`src/rtl/core/qidt_pkg.sv`:
```
// ----------------------------------------------------------------------------
// Query ID translation table: package
// Operation and status codes, register indexes, control types, ID generator.
// ----------------------------------------------------------------------------
package qidt_pkg;

  localparam logic [1:0] FUNC_ALLOC  = 2'd0;
  localparam logic [1:0] FUNC_LOOKUP = 2'd1;
  localparam logic [1:0] FUNC_CANCEL = 2'd2;
  localparam logic [1:0] FUNC_FLUSH  = 2'd3;

  localparam logic [2:0] ST_NEW   = 3'd0;
  localparam logic [2:0] ST_RETRY = 3'd1;
  localparam logic [2:0] ST_FULL  = 3'd2;
  localparam logic [2:0] ST_HIT   = 3'd3;
  localparam logic [2:0] ST_MISS  = 3'd4;
  localparam logic [2:0] ST_DONE  = 3'd5;

  localparam int CFG_IDX_W = 2;
  localparam logic [CFG_IDX_W-1:0] CFG_TIMEOUT = 2'd0;
  localparam logic [CFG_IDX_W-1:0] CFG_SEED    = 2'd1;

  localparam logic [15:0] TIMEOUT_RST = 16'd40;
  localparam logic [15:0] LFSR_RST    = 16'd1;
  localparam logic [15:0] LFSR_MASK   = 16'hB400;

  typedef struct packed {
    logic load;
    logic clr;
    logic issue;
    logic track;
    logic redraw;
    logic commit;
  } qidt_cmd_t;

  typedef struct packed {
    logic cnt_last;
    logic flush_req;
    logic redraw;
  } qidt_stat_t;

  // Galois step, zero forced to one
  function automatic logic [15:0] lfsr_next(input logic [15:0] v);
    logic [15:0] s;
    s = {1'b0, v[15:1]};
    if (v[0]) begin
      s = s ^ LFSR_MASK;
    end
    if (s == 16'd0) begin
      s = 16'd1;
    end
    return s;
  endfunction

endpackage

```
`src/rtl/core/qidt_ctrl.sv`:
```
// ----------------------------------------------------------------------------
// Query ID translation table: controller
// Sequences clearing sweeps, table scans, ID redraws and the commit beat.
// ----------------------------------------------------------------------------
module qidt_ctrl
  import qidt_pkg::*;
(
  input  logic       clk,
  input  logic       rst_n,
  input  logic       start,
  output logic       busy,
  input  qidt_stat_t stat,
  output qidt_cmd_t  cmd
);

  localparam logic [2:0] S_IDLE   = 3'd0;
  localparam logic [2:0] S_CLEAR  = 3'd1;
  localparam logic [2:0] S_SCAN   = 3'd2;
  localparam logic [2:0] S_DRAIN  = 3'd3;
  localparam logic [2:0] S_FINISH = 3'd4;

  logic [2:0] state_r, state_nxt;
  logic       rslt_r, rslt_nxt;
  logic       first_r, first_nxt;

  assign busy = (state_r != S_IDLE);

  always_comb begin
    state_nxt = state_r;
    rslt_nxt  = rslt_r;
    first_nxt = first_r;
    cmd       = '0;
    cmd.track = first_r;
    unique case (state_r)
      S_IDLE: begin
        if (start) begin
          cmd.load = 1'b1;
          if (stat.flush_req) begin
            rslt_nxt  = 1'b1;
            state_nxt = S_CLEAR;
          end else begin
            first_nxt = 1'b1;
            state_nxt = S_SCAN;
          end
        end
      end
      S_CLEAR: begin
        cmd.clr = 1'b1;
        if (stat.cnt_last) begin
          rslt_nxt  = 1'b0;
          state_nxt = rslt_r ? S_FINISH : S_IDLE;
        end
      end
      S_SCAN: begin
        cmd.issue = 1'b1;
        if (stat.cnt_last) begin
          state_nxt = S_DRAIN;
        end
      end
      S_DRAIN: begin
        state_nxt = S_FINISH;
      end
      S_FINISH: begin
        if (stat.redraw) begin
          cmd.redraw = 1'b1;
          first_nxt  = 1'b0;
          state_nxt  = S_SCAN;
        end else begin
          cmd.commit = 1'b1;
          state_nxt  = S_IDLE;
        end
      end
      default: begin
        state_nxt = S_IDLE;
      end
    endcase
  end

  always_ff @(posedge clk) begin
    if (!rst_n) begin
      state_r <= S_CLEAR;
      rslt_r  <= 1'b0;
      first_r <= 1'b0;
    end else begin
      state_r <= state_nxt;
      rslt_r  <= rslt_nxt;
      first_r <= first_nxt;
    end
  end

endmodule

```
`config.mk`:
```
export PLATFORM = sky130hd
export DESIGN_NAME = qidt_ctrl
export DESIGN_NICKNAME = d
export VERILOG_FILES = /design/src/rtl/core/qidt_pkg.sv /design/src/rtl/core/qidt_ctrl.sv
export SDC_FILE = /design/constraint.sdc
export NUM_CORES = 1
export LEC_CHECK = 0
export ABC_CLOCK_PERIOD_IN_PS = 1700
export BUFFER_PORTS_ARGS = -buffer_cell sky130_fd_sc_hd__buf_2
export CAP_MARGIN = 20
export CORE_AREA = 2 2 39 41
export CTS_CLUSTER_DIAMETER = 100
export DETAILED_ROUTE_END_ITERATION = 6
export DIE_AREA = 0 0 41 43
export GPL_TIMING_DRIVEN = 0
export PLACE_DENSITY = 0.51
export SYNTH_ARGS = -nofsm -noshare
export SYNTH_HDL_FRONTEND = slang
export SYNTH_SLANG_ARGS = --single-unit
```
`constraint.sdc`:
```
create_clock -name clk -period 1.7 [get_ports clk]
set_clock_uncertainty 0.2 [all_clocks]
set_input_delay 0.17 -clock clk [delete_from_list [all_inputs] [get_ports clk]]
set_output_delay 0.17 -clock clk [all_outputs]
set_load 0.01 [all_outputs]
```
Yosys cells after proc, flatten, opt, wreduce, memory -nomap -nowiden
Index checks and enable logic that the tools add are counted.
- reduce and logical (&&, ||, !) cells: 7
- equality and inequality tests: 10
- mux-type cells: 22
- operators by type and width (cell ; count):
    $pmux W3 S5 ; 1
    $mux W1 ; 12
    $mux W3 ; 4
    $ne A2 B2 Y1 const B ; 6
    $reduce_and A4 Y1 ; 2
    $eq A3 B2 Y1 const B ; 2
    $mux W2 ; 3
    $pmux W1 S2 ; 2
    $reduce_bool A2 Y1 ; 2
    $eq A3 B1 Y1 const B ; 1
    $eq A3 B3 Y1 const B ; 1
    $logic_not A3 Y1 ; 1
    $reduce_and A3 Y1 ; 1
    $reduce_bool A3 Y1 ; 1
- input bits: 6
- output and inout port bits: 7
- register bits after elaboration: 5

Logic depth before layout (Yosys ltp)
- depth after elaboration: 3
- depth in mapped cells: 4
- gate-level depth less buffers: 3

Least setup slack after synthesis
OpenSTA, ideal clock, no wires.
- path kind: register to output
- start: reg state_r[0]
- end: out cmd[5] (netlist name)
- path slack: 0.268 ns
- cell stages (with the launch flop): 4
- buffers on the path: 1
- arrival: 1.062 ns
- cell sequence: dfxtp_1 > buf_2 > or3_1 > nor2_1
- RTL lines (element ; line ; source):
    start: declaration ; qidt_ctrl.sv:22 ; logic [2:0] state_r, state_nxt;
    start signal: assignment ; qidt_ctrl.sv:85 ; state_r <= state_nxt;
    end: declaration ; qidt_ctrl.sv:13 ; output qidt_cmd_t cmd

==> impl_metrics.csv <==
group,metric,value,unit
status,outcome,"complete, no violations",
synth,avgSynthCellArea,8.23,um^2
die,design.core.area,1380,um^2
clock_tree,clkLatencyLatePin,0.24,ns
route,ant_nets,0,
global_route,grtUsageTotal,9.95,%
placement,dpl.hpwl,586,um
die,dieWidth,41,um
min_path,worst_hold_path_type,"input port to flip-flop",
pwr,p_switching,0.108,mW
global_route,grt_pass1_vias,264,
synth,synth_cell_types,25,
pwr,vdd_drop_max,0.434,mV
cells_and_area,nFillCells,148,
route,wl_per_cell,10.1,um
cells_and_area,fin_util,34.8,%
cells_and_area,synthToLayoutAreaGrowth,36.0,%
cells_and_area,fin_nets,66,
route,drt_pass1_iterations,2,
flow_run,cap_violations,0,
sta,slew_viol_final,0,
placement,dp.cells,71,
synth,synth_seq_area_share,28.3,%
sta,fin_hold_ws,0.0614,ns
synth,synth_fp_nets,49,
setup_path,cp_data_arrival_time,1.29,ns
sta,tightestPinTransition,0.259,ns
setup_path,crit_type,"flip-flop to output port",
sta,hold_viol_final,0,
pwr,combinationalPowerShare,27.6,%
die,io_pins,13,
cells_and_area,antennaDiodeCount,0,
synth,synthMostInstantiatedCell,"dfxtp_1",
clock_tree,post_cts_buffers,0,
synth,synth_edf_count,0,
sta,setup_viol,0,
placement,gp_congestion,0.654,
pwr,power_leakage,0.217,nW
clock_tree,cts-root-buf,"clkbuf_4",
clock_tree,cts_buffers,3,
pwr,fin_total_pwr,0.381,mW
sta,setup_slack,0.0411,ns
global_route,use_met1,13.9,%
die,start_util,25.6,%
synth,yosysTopAreaCellShare,28.3,%
sta,rsz0062_at_grt,"yes",
synth,yosys_warnings,0,
route,routed_wirelength,756,um
setup_path,cp.required,1.33,ns
placement,post-place-ws,0.262,ns
pwr,swShare,28.2,%
synth,postSynth.asyncResetShare,0,%
clock_tree,cts_max_path_buffers,2,
die,die_area,1760,um^2
global_route,grt_pass1_wl,1.15,mm
route,remaining_drc_errors,0,
setup_path,cp-start-kind,"flip-flop",
global_route,met3_usage,4.71,%
synth,syn_area,354,um^2
sta,fmax,603,MHz
synth,synthCells,43,
sta,period_minus_slack,1.66,ns
pwr,p_clk_share,35.9,%
setup_path,crit_path_end_kind,"output port",
synth,synthTopCellsByCount,"5 x dfxtp_1, 4 x inv_1, 3 x a21oi_1, 3 x buf_2, 3 x nor2_1",
route,first_iter_violations,4,
synth,ys_ff_latch,5,
cells_and_area,final_cells,75,
synth,synth.area.top_cells,"dfxtp_1 28%, o31ai_4 6.0%, a21oi_1 4.2%",
global_route,busiest_layer,"met1",
clock_tree,clock_sinks,5,
global_route,use_met2,11.9,%
global_route,grt_max_degree,11,
synth,synth-main-ff-cell,"dfxtp_1",
clock_tree,cts_tree,"built",
placement,port_buffers,12,
global_route,overflow,0,
pwr,power_density,792,nW/um^2
sta,finalCritPeriodShare,97.6,%
pwr,intPower,0.274,mW
die,die-height,43,um
setup_path,worstPathMaxFanout,10,
global_route,antenna_found_initial,0,
clock_tree,clk_pin_slew,0.04,ns
die,fp-row-count,14,
route,via_count,354,
cells_and_area,drive_gt1_share,42.4,%
sta,maxSlewHeadroom,82.5,%
route,viasPerCell,4.72,
pwr,seqPwrFrac,36.5,%
clock_tree,cts_max_level,1,
synth,synth.largest_area_cell,"dfxtp_1",
power by group through the flow:
stage	Clock [mW]	Sequential (mW)	Combinational [mW]
global route	0.147	0.142	0.118
global placement	0	0.137	0.102
finish	0.137	0.139	0.105
floorplan	0	0.135	0.0722
CTS	0.142	0.135	0.104
detailed placement	0	0.137	0.102
area by class of cell:
class	instances	area, um^2	share of cell area (%)
multi-input combinational	30	224	46.5
sequential	5	103	21.3
timing repair buffer	13	70.1	14.5
clock buffer	4	26.3	5.45
buffer	3	23.8	4.94
tap	16	20.0	4.16
inverter	4	15.0	3.12
path summary, 6_finish.rpt:
check / startpoint / endpoint / slack [ns] / cells past startpoint
min reg2reg: rslt_r / rslt_r / 0.29 / 2
max reg2reg: state_r[1] / state_r[1] / 0.25 / 3
max: state_r[0] / cmd[5] / 0.04 / 4
min: stat[0] / first_r / 0.06 / 3
metal layers:
layer | wire length [um] | vias to the layer above
met3 | 48 | 2
met2 | 341 | 10
met5 | 0 | -
met1 | 350 | 158
met4 | 15 | 0
li1 | - | 184
what timing repair did:
| item | CTS | global route |
|---|---|---|
| endpoints found under the setup margin | 0 | 3 |
| hold buffers | 1 | 0 |
| hold endpoints to repair | 1 | 0 |
| gates resized for setup | 0 | 7 |
stage by stage:
step / setup TNS [ns] / cell area (um^2)
global placement: 0 / 434
floorplan: 0 / 354
finish: 0 / 482
global route: -0.0432 / 482
CTS: 0 / 470
detailed placement: 0 / 434
worst max-delay path, cell delays in order (launching register included):
cell	delay [ns]
dfxtp_2	0.33
buf_6	0.13
or3_4	0.36
nor2_2	0.10
buf_2	0.12
cell usage in the layout, fill, tap and decap left out, types with 2 or more instances in the layout:
master    netlist  routed
inv_1           4       4
a21oi_1         3       3
o21ai_0         2       2
clkbuf_4        0       3
nor3_1          2       2
o21bai_1        2       2
nor3b_1         2       2
nor2_1          3       2
buf_2           3      13
dfxtp_2         0       2
nand2_1         2       2
dfxtp_1         5       3
sequential cells by signal, summed over array words and instances (netlist names):
name     flops
state_r      3
first_r      1
rslt_r       1
cell families after synthesis:
group	synth area share, %
buf+inv	10.6
xor+xnor	2.47
mux	2.83
simple gates	26.2
flops	28.3
compound gates	29.7
No activity file was read; power rests on OpenSTA's default activity.
